$ cat src/design/mlfqfx_pkg.sv
`default_nettype none

package mlfqfx_pkg;

  // operation codes carried in cmd
  localparam logic [1:0] CMD_LOAD  = 2'd0;
  localparam logic [1:0] CMD_DECAY = 2'd1;
  localparam logic [1:0] CMD_PRIO  = 2'd2;

  // load average weights: 59/60 of the old value plus 1/60 of the sample
  localparam int LOAD_NUM = 59;
  localparam int LOAD_DEN = 60;

  // recent cpu shift for the priority formula (divide by 4)
  localparam int RC_SHIFT = 2;

  // divider status seen by the sequencer
  typedef struct packed {
    logic busy;
    logic done;
  } div_stat_t;

endpackage

`default_nettype wire

$ cat src/design/mlfq_fixed_point_scheduler_math.sv
`default_nettype none

// channel | direction | handshake            | payload
// --------+-----------+----------------------+--------------------------------------------
// in      | input     | in_valid / in_stall  | cmd, ready_count, cpu_usage_in, nice_value
// out     | output    | out_valid / out_stall| load_avg_out, cpu_usage_out, priority_out
//
// load update (cmd 0) makes two passes through the shared 32x32 multiplier, then the
// load average write. recent cpu decay (cmd 1) waits on the restoring divider, which
// gives one quotient bit per cycle, then makes one multiplier pass. priority (cmd 2)
// is computed directly from the captured inputs. one transaction is in work at a time;
// in_stall stays high from accept until the result is loaded into the output register.
// a stalled result holds; the next item is taken while it waits.
// synchronous reset clears the load average, the sequencer and out_valid.

module mlfq_fixed_point_scheduler_math #(
  parameter int FRAC_BITS    = 14,
  parameter int PRIORITY_MAX = 63,
  parameter int PRIORITY_MIN = 0
) (
  input  wire logic               clk,
  input  wire logic               rst,
  input  wire logic               in_valid,
  output logic                    in_stall,
  input  wire logic        [1:0]  cmd,
  input  wire logic        [15:0] ready_count,
  input  wire logic signed [31:0] cpu_usage_in,
  input  wire logic signed [5:0]  nice_value,
  output logic                    out_valid,
  input  wire logic               out_stall,
  output logic signed      [31:0] load_avg_out,
  output logic signed      [31:0] cpu_usage_out,
  output logic             [5:0]  priority_out
);
  import mlfqfx_pkg::*;

  // fixed-point constants, all folded at elaboration
  localparam logic [31:0] ONE  = 32'(64'd1 << FRAC_BITS);
  localparam logic [31:0] C59  = 32'((64'(LOAD_NUM) * (64'd1 << FRAC_BITS)) / 64'(LOAD_DEN));
  localparam logic [31:0] C01  = 32'((64'd1 << FRAC_BITS) / 64'(LOAD_DEN));
  localparam logic [31:0] FMAX = 32'(64'(PRIORITY_MAX) << FRAC_BITS);
  localparam logic [63:0] RND  = (64'd1 << FRAC_BITS) - 64'd1;
  localparam logic signed [31:0] PMAX_S = 32'(PRIORITY_MAX);
  localparam logic signed [31:0] PMIN_S = 32'(PRIORITY_MIN);

  // sequencer states
  localparam logic [3:0] S_IDLE     = 4'd0;
  localparam logic [3:0] S_MUL_A    = 4'd1;
  localparam logic [3:0] S_MUL_B    = 4'd2;
  localparam logic [3:0] S_FIN0     = 4'd3;
  localparam logic [3:0] S_DIV_GO   = 4'd4;
  localparam logic [3:0] S_DIV_WAIT = 4'd5;
  localparam logic [3:0] S_MUL_C    = 4'd6;
  localparam logic [3:0] S_FIN1     = 4'd7;
  localparam logic [3:0] S_PRI      = 4'd8;
  localparam logic [3:0] S_DONE     = 4'd9;

  logic [3:0]         state;
  logic [3:0]         state_next;

  // captured transaction
  logic [15:0]        ready_r;
  logic [31:0]        rc_r;
  logic [5:0]         nice_r;

  // working registers
  logic [31:0]        load_average;
  logic signed [63:0] p;
  logic [31:0]        acc;
  logic [31:0]        coef;
  logic [31:0]        res_rc;
  logic [5:0]         res_pri;

  logic               accept;
  logic               out_free;

  // shared multiplier, product registered in p
  logic signed [31:0] mul_a;
  logic signed [31:0] mul_b;
  logic signed [63:0] mul_p;
  logic [63:0]        p_adj;
  logic [31:0]        p_tr;

  // divider hookup
  logic               div_start;
  logic [31:0]        load_x2;
  logic [31:0]        div_den;
  logic               div_zero;
  logic [31:0]        div_q;
  div_stat_t          div_stat;

  // priority datapath
  logic [31:0]        nice_ext;
  logic [31:0]        nice_fx;
  logic [31:0]        nice_fx2;
  logic [31:0]        rc_adj;
  logic [31:0]        rc_q;
  logic [31:0]        pv;
  logic signed [31:0] pf;
  logic signed [31:0] pri_val;

  assign accept   = in_valid && !in_stall;
  assign in_stall = (state != S_IDLE);
  assign out_free = !out_valid || !out_stall;

  // operand select for the one multiplier
  always_comb begin
    mul_a = '0;
    mul_b = '0;
    unique case (state)
      S_MUL_A: begin
        mul_a = C59;
        mul_b = load_average;
      end
      S_MUL_B: begin
        mul_a = C01;
        mul_b = {16'd0, ready_r};
      end
      S_MUL_C: begin
        mul_a = coef;
        mul_b = rc_r;
      end
      default: begin
        mul_a = '0;
        mul_b = '0;
      end
    endcase
  end

  assign mul_p = mul_a * mul_b;

  // divide by 2^FRAC_BITS rounding toward zero: bias negatives before the shift
  assign p_adj = p + (p[63] ? RND : 64'd0);
  assign p_tr  = p_adj[FRAC_BITS +: 32];

  // decay coefficient 2L / (2L + 1)
  assign load_x2   = load_average << 1;
  assign div_den   = load_x2 + ONE;
  assign div_zero  = (div_den == 32'd0);
  assign div_start = (state == S_DIV_GO);

  mlfqfx_div #(
    .FRAC_BITS (FRAC_BITS)
  ) u_div (
    .clk      (clk),
    .rst      (rst),
    .start    (div_start),
    .dividend (load_x2),
    .divisor  (div_den),
    .stat     (div_stat),
    .quotient (div_q)
  );

  // nice in fixed point, and twice that for the priority term
  assign nice_ext = {{26{nice_r[5]}}, nice_r};
  assign nice_fx  = nice_ext << FRAC_BITS;
  assign nice_fx2 = nice_ext << (FRAC_BITS + 1);

  // recent cpu / 4 rounded toward zero
  assign rc_adj = rc_r + {30'd0, {RC_SHIFT{rc_r[31]}}};
  assign rc_q   = {{RC_SHIFT{rc_adj[31]}}, rc_adj[31:RC_SHIFT]};

  // floor to integer, then clamp
  assign pv = FMAX - rc_q - nice_fx2;
  assign pf = $signed(pv) >>> FRAC_BITS;

  always_comb begin
    priority if (pf < PMIN_S) begin
      pri_val = PMIN_S;
    end else if (pf > PMAX_S) begin
      pri_val = PMAX_S;
    end else begin
      pri_val = pf;
    end
  end

  // sequencer
  always_comb begin
    state_next = state;
    unique case (state)
      S_IDLE: begin
        if (accept) begin
          unique case (cmd)
            CMD_LOAD:  state_next = S_MUL_A;
            CMD_DECAY: state_next = S_DIV_GO;
            CMD_PRIO:  state_next = S_PRI;
            default:   state_next = S_DONE;
          endcase
        end
      end
      S_MUL_A:    state_next = S_MUL_B;
      S_MUL_B:    state_next = S_FIN0;
      S_FIN0:     state_next = S_DONE;
      S_DIV_GO:   state_next = S_DIV_WAIT;
      S_DIV_WAIT: begin
        if (div_stat.done) begin
          state_next = S_MUL_C;
        end
      end
      S_MUL_C:    state_next = S_FIN1;
      S_FIN1:     state_next = S_DONE;
      S_PRI:      state_next = S_DONE;
      S_DONE: begin
        if (out_free) begin
          state_next = S_IDLE;
        end
      end
      default:    state_next = S_IDLE;
    endcase
  end

  // control state
  always_ff @(posedge clk) begin
    if (rst) begin
      state        <= S_IDLE;
      out_valid    <= 1'b0;
      load_average <= '0;
    end else begin
      state <= state_next;
      if (state == S_FIN0) begin
        // new load = 59/60 * load + 1/60 * ready
        load_average <= acc + p[31:0];
      end
      if (state == S_DONE && out_free) begin
        out_valid <= 1'b1;
      end else if (!out_stall) begin
        out_valid <= 1'b0;
      end
    end
  end

  // payload and datapath registers
  always_ff @(posedge clk) begin
    if (accept) begin
      ready_r <= ready_count;
      rc_r    <= cpu_usage_in;
      nice_r  <= nice_value;
      res_rc  <= '0;
      res_pri <= '0;
    end
    if (state == S_MUL_A || state == S_MUL_B || state == S_MUL_C) begin
      p <= mul_p;
    end
    if (state == S_MUL_B) begin
      acc <= p_tr;
    end
    if (state == S_DIV_WAIT && div_stat.done) begin
      // wrapped divisor of zero gives a zero coefficient
      coef <= div_zero ? 32'd0 : div_q;
    end
    if (state == S_FIN1) begin
      res_rc <= p_tr + nice_fx;
    end
    if (state == S_PRI) begin
      res_pri <= pri_val[5:0];
    end
    if (state == S_DONE && out_free) begin
      load_avg_out  <= load_average;
      cpu_usage_out <= res_rc;
      priority_out  <= res_pri;
    end
  end

  a_busy_after_accept: assert property (@(posedge clk) disable iff (rst)
    accept |=> in_stall)
    else $error("input taken again right after a transaction");
  a_div_done_waited: assert property (@(posedge clk) disable iff (rst)
    div_stat.done |-> (state == S_DIV_WAIT))
    else $error("divider finished outside its wait state");
  a_load_only_on_update: assert property (@(posedge clk) disable iff (rst)
    (state != S_FIN0) |=> $stable(load_average))
    else $error("load average changed outside the update step");
  a_result_loaded: assert property (@(posedge clk) disable iff (rst)
    (state == S_DONE && out_free) |=> (out_valid && state == S_IDLE))
    else $error("finished result not presented");

endmodule

`default_nettype wire

$ cat src/design/mlfqfx_div.sv
`default_nettype none

module mlfqfx_div #(
  parameter int FRAC_BITS = 14
) (
  input  wire logic                    clk,
  input  wire logic                    rst,
  input  wire logic                    start,
  input  wire logic [31:0]             dividend,
  input  wire logic [31:0]             divisor,
  output mlfqfx_pkg::div_stat_t        stat,
  output logic      [31:0]             quotient
);
  import mlfqfx_pkg::*;

  // dividend magnitude is pre-scaled by 2^FRAC_BITS
  localparam int NW = 32 + FRAC_BITS;
  localparam int CW = $clog2(NW);

  logic [31:0]   dd_mag;
  logic [31:0]   dv_mag;
  logic [31:0]   rem;
  logic [NW-1:0] quo;
  logic [31:0]   dmag;
  logic          neg;
  logic [CW-1:0] count;
  logic          running;
  logic          done;
  logic [32:0]   rem_sh;
  logic [32:0]   diff;
  logic          ge;

  assign dd_mag = dividend[31] ? (~dividend + 32'd1) : dividend;
  assign dv_mag = divisor[31] ? (~divisor + 32'd1) : divisor;

  // one restoring step per cycle
  assign rem_sh = {rem, quo[NW-1]};
  assign diff   = rem_sh - {1'b0, dmag};
  assign ge     = ~diff[32];

  always_ff @(posedge clk) begin
    if (rst) begin
      running <= 1'b0;
      done    <= 1'b0;
      count   <= '0;
    end else begin
      done <= 1'b0;
      if (start) begin
        running <= 1'b1;
        count   <= '0;
      end else if (running) begin
        count <= count + 1'b1;
        if (count == CW'(NW - 1)) begin
          running <= 1'b0;
          done    <= 1'b1;
        end
      end
    end
  end

  always_ff @(posedge clk) begin
    if (start) begin
      rem  <= '0;
      quo  <= {dd_mag, {FRAC_BITS{1'b0}}};
      dmag <= dv_mag;
      neg  <= dividend[31] ^ divisor[31];
    end else if (running) begin
      rem <= ge ? diff[31:0] : rem_sh[31:0];
      quo <= {quo[NW-2:0], ge};
    end
  end

  // truncate toward zero, keep the low 32 bits
  assign quotient  = neg ? (~quo[31:0] + 32'd1) : quo[31:0];
  assign stat.busy = running;
  assign stat.done = done;

  a_start_idle: assert property (@(posedge clk) disable iff (rst) start |-> !running)
    else $error("divider started while busy");
  a_done_not_busy: assert property (@(posedge clk) disable iff (rst) done |-> !running)
    else $error("divider done while still busy");
  a_done_pulse: assert property (@(posedge clk) disable iff (rst) done |=> !done)
    else $error("divider done held longer than one cycle");

endmodule

`default_nettype wire

$ cat config.mk
export PLATFORM = sky130hd
export DESIGN_NAME = mlfq_fixed_point_scheduler_math
export DESIGN_NICKNAME = d
export VERILOG_FILES = /design/src/design/mlfqfx_pkg.sv /design/src/design/mlfq_fixed_point_scheduler_math.sv /design/src/design/mlfqfx_div.sv
export SDC_FILE = /design/constraint.sdc
export NUM_CORES = 2
export LEC_CHECK = 0
export ABC_AREA = 0
export BUFFER_PORTS_ARGS = -buffer_cell sky130_fd_sc_hd__clkbuf_2
export CAP_MARGIN = 20
export CORE_MARGIN = 2
export CORE_UTILIZATION = 55
export DETAILED_ROUTE_END_ITERATION = 6
export GPL_ROUTABILITY_DRIVEN = 0
export HOLD_SLACK_MARGIN = 0.1
export PLACE_DENSITY = 0.71
export SLEW_MARGIN = 15
export SYNTH_ARGS = -nofsm -noshare
export SYNTH_HDL_FRONTEND = slang
export SYNTH_SLANG_ARGS = --single-unit
$ cat constraint.sdc
create_clock -name clk -period 13.3 [get_ports clk]
set_input_delay 1.33 -clock clk [delete_from_list [all_inputs] [get_ports clk]]
set_output_delay 1.33 -clock clk [all_outputs]
set_load 0.01 [all_outputs]
==> metrics <==
Hold WC Path Type flop to flop; fillers 8859; Post-Synth Adder-Cell Area 0.4397; Final Max Slew Viols 0; layout cells sized above 1 0.06539; gr usage total 0.3510; Clock Root Buffer clkbuf_16; failing checks DRC; Reg clk slew, reported paths 60 ps; first-pass GRT wire length 283.6 mm; wire per inst 24.32 um; Crit-path slowest cell a22o_1; drt pass-1 iters 7; min Tclk post-route 11460 ps; Top FF cell, synth edfxtp_1; Final setup viols 0; most prevalent standard cell on the critical path fa_1; peak supply drop 0.0001018 V; simple-gate share of the synthesized area 0.1357; compound-cell area share of the yosys netlist 0.07941; post-synthesis cell count 6187; final worst-path cycle share 0.8617; outcome complete, but fails checks; DR vias 45.54k; Synth Area per Inst 9.499 sq um; Hold Path Stages 0; critical path's largest stage delay 1010 ps; Hold Vio Cnt, Final 0; Rel. slew slack 0.1787; power per cell area 119.5 nW/um^2; synth cell count leaders inv_1 (1095), fa_1 (1084), nand2_1 (760); Initial Util 0.5567; clock sinks 428; CP Capture Type flop; chip width 330.9 um; Layout Nets 7691; CP required 13670 ps; Hold Path End cpu_usage_out[29]; crit path max fanout 40; unrepaired setup endpoints after global routing no; Total Routed Length 186.0 mm; reg2reg end p[42]; crit path DAT 11830 ps; Sequential cell area 11950 sq um; antenna-violating nets left 0; Placed Cells 7550; Die Area 109500 sq um; fmax 87.26 MHz; core area 105600 sq um; critical path class flop to flop; Skew-Pair Late Insertion Delay 640 ps; Leakage 28.68 nW; DR DRC count 15; grt total ovfl 0; DP HPWL 147.3 mm; dominant cells by area after synthesis fa_1 (37%), edfxtp_1 (17%), ha_1 (7.0%); Post-synth EDFFs 337; combinational family with the most area after synthesis adder cells; Clock Path Buffers 3; Yosys top cell by area fa_1; Die Height 330.9 um; register bit total from synthesis 428; vias per inst 5.952; CTS Hold Bufs 0; multiplexer share of the synthesized area 0.008580; final core occ 0.5965; Synthesis Warnings 0; initial antenna violation count 12; vias in the first global route 46.81k; postcts setup bufs 0; Final Skew 29.65 ps; total I/O pin count 132; MaxCap Viol Count 0; htree depth 2; Slew @ Worst Pin 1232 ps; row count 119; XOR/XNOR share of the synthesized area 0.04437; CTS tree done; cts bufs inserted 47; area share of the largest cell type after synthesis 0.3692; Syn Nets 7662; most frequent cell after synthesis inv_1; Worst Setup Start Kind flop; R2R cell count 31; DR iter-0 viols 5076; hold wc startpoint res_rc[29]; Port Buffer Count 131; Yosys cell types 78; largest net degree at the start of global routing 79; fin cells 7651; R2R Setup Slk 1840 ps; Multi-input gate area 41740 sq um; synth-to-layout area growth 7.145%; post-synthesis async set-or-reset flop share 0; post-synthesis sequential area ratio 0.2032; TNS Setup 0 ps; post-CTS sizing 0; Total Power 7.524 mW; Cell Area, Synth 58770 sq um; R2R Path Start state[1]
[where the power goes]
part	internal [mW]	switching (mW)	leakage, nW
Sequential	1.91	0.350	3.90
Combinational	1.30	2.54	24.0
Clock	0.836	0.582	0.807
Total	4.05	3.48	28.7
[per-layer routing]
layer,up-vias,track usage,routed length (um)
met4,16,0.2170,14370
li1,19463,-,-
met2,2796,0.5149,79450
met5,-,0,103
met1,22515,0.4371,65920
met3,752,0.1373,26200
[worst max-delay path: cells and delay by family (launching register included)]
family | cells | cell delay [ps]
flip-flops | 1 | 520
AO/OA/AOI/OAI | 5 | 1830
AND/OR/NAND/NOR | 7 | 2910
XOR/XNOR | 1 | 130
buffers and inverters | 9 | 1400
adder cells (fa/ha/maj) | 9 | 4320
[layout by cell type (no fill, tap or decap), types with 129 or more instances in the layout]
master and count:
inv_1 1095, fa_1 1084, nand2_1 760, nor2_1 706
edfxtp_1 337, ha_1 331, a21oi_1 209, xnor2_1 166
o21ai_0 155, buf_4 133, clkbuf_2 132, xor2_1 129
[metrics by stage]
stage / setup slack (ps) / hold WS (ps) / cell area (sq um)
finish: 1840 / 412.3 / 62970
global route: 1649 / 426.4 / 62960
CTS: 1557 / 401.4 / 62850
detailed placement: 1628 / 404.5 / 61190
global placement: 1952 / 400.5 / 61180
floorplan: 4092 / 400.3 / 58770
[flip-flops by register name, summed over array words and instances (netlist names), 4 cells and up]
signal and cells:
u_div.dmag 31, u_div.rem 32, state 4, u_div.quo 46, res_pri 6, coef 32
ready_r 16, p 47, load_avg_out 32, res_rc 32, priority_out 6, nice_r 6
cpu_usage_out 32, load_average 32, acc 32, u_div.count 6, rc_r 32
[cell type report]
| class | instances | area share |
|---|---|---|
| Clock inverter | 33 | 0.007233 |
| Sequential cell | 428 | 0.1897 |
| Tap cell | 1391 | 0.02764 |
| Inverter | 1097 | 0.06539 |
| Clock buffer | 55 | 0.01915 |
| Timing Repair Buffer | 272 | 0.02786 |
| Multi-Input combinational cell | 4370 | 0.6628 |
| Antenna cell | 5 | 0.0001987 |
[how the worst max path moves through the flow]
stage              from    end  slack [ps]  depth (start not counted)
3_5_place_dp   state[1]  p[42]        1630                         30
2_1_floorplan  state[0]  p[63]        4090                         34
6_report       state[1]  p[42]        1840                         31
5_1_grt        state[1]  p[44]        1650                         28
3_3_place_gp   state[1]  p[42]        1950                         30
4_1_cts        state[1]  p[42]        1560                         30
[logic make-up after synthesis]
family	count (synthesis)
adders and majority gates	1415
buffers and inverters	1389
and+or+nand+nor	1875
DFF	428
muxes	50
AOI/OAI and AO/OA	734
xor gates and xnor gates	296
No activity file was read; power rests on OpenSTA's default activity.
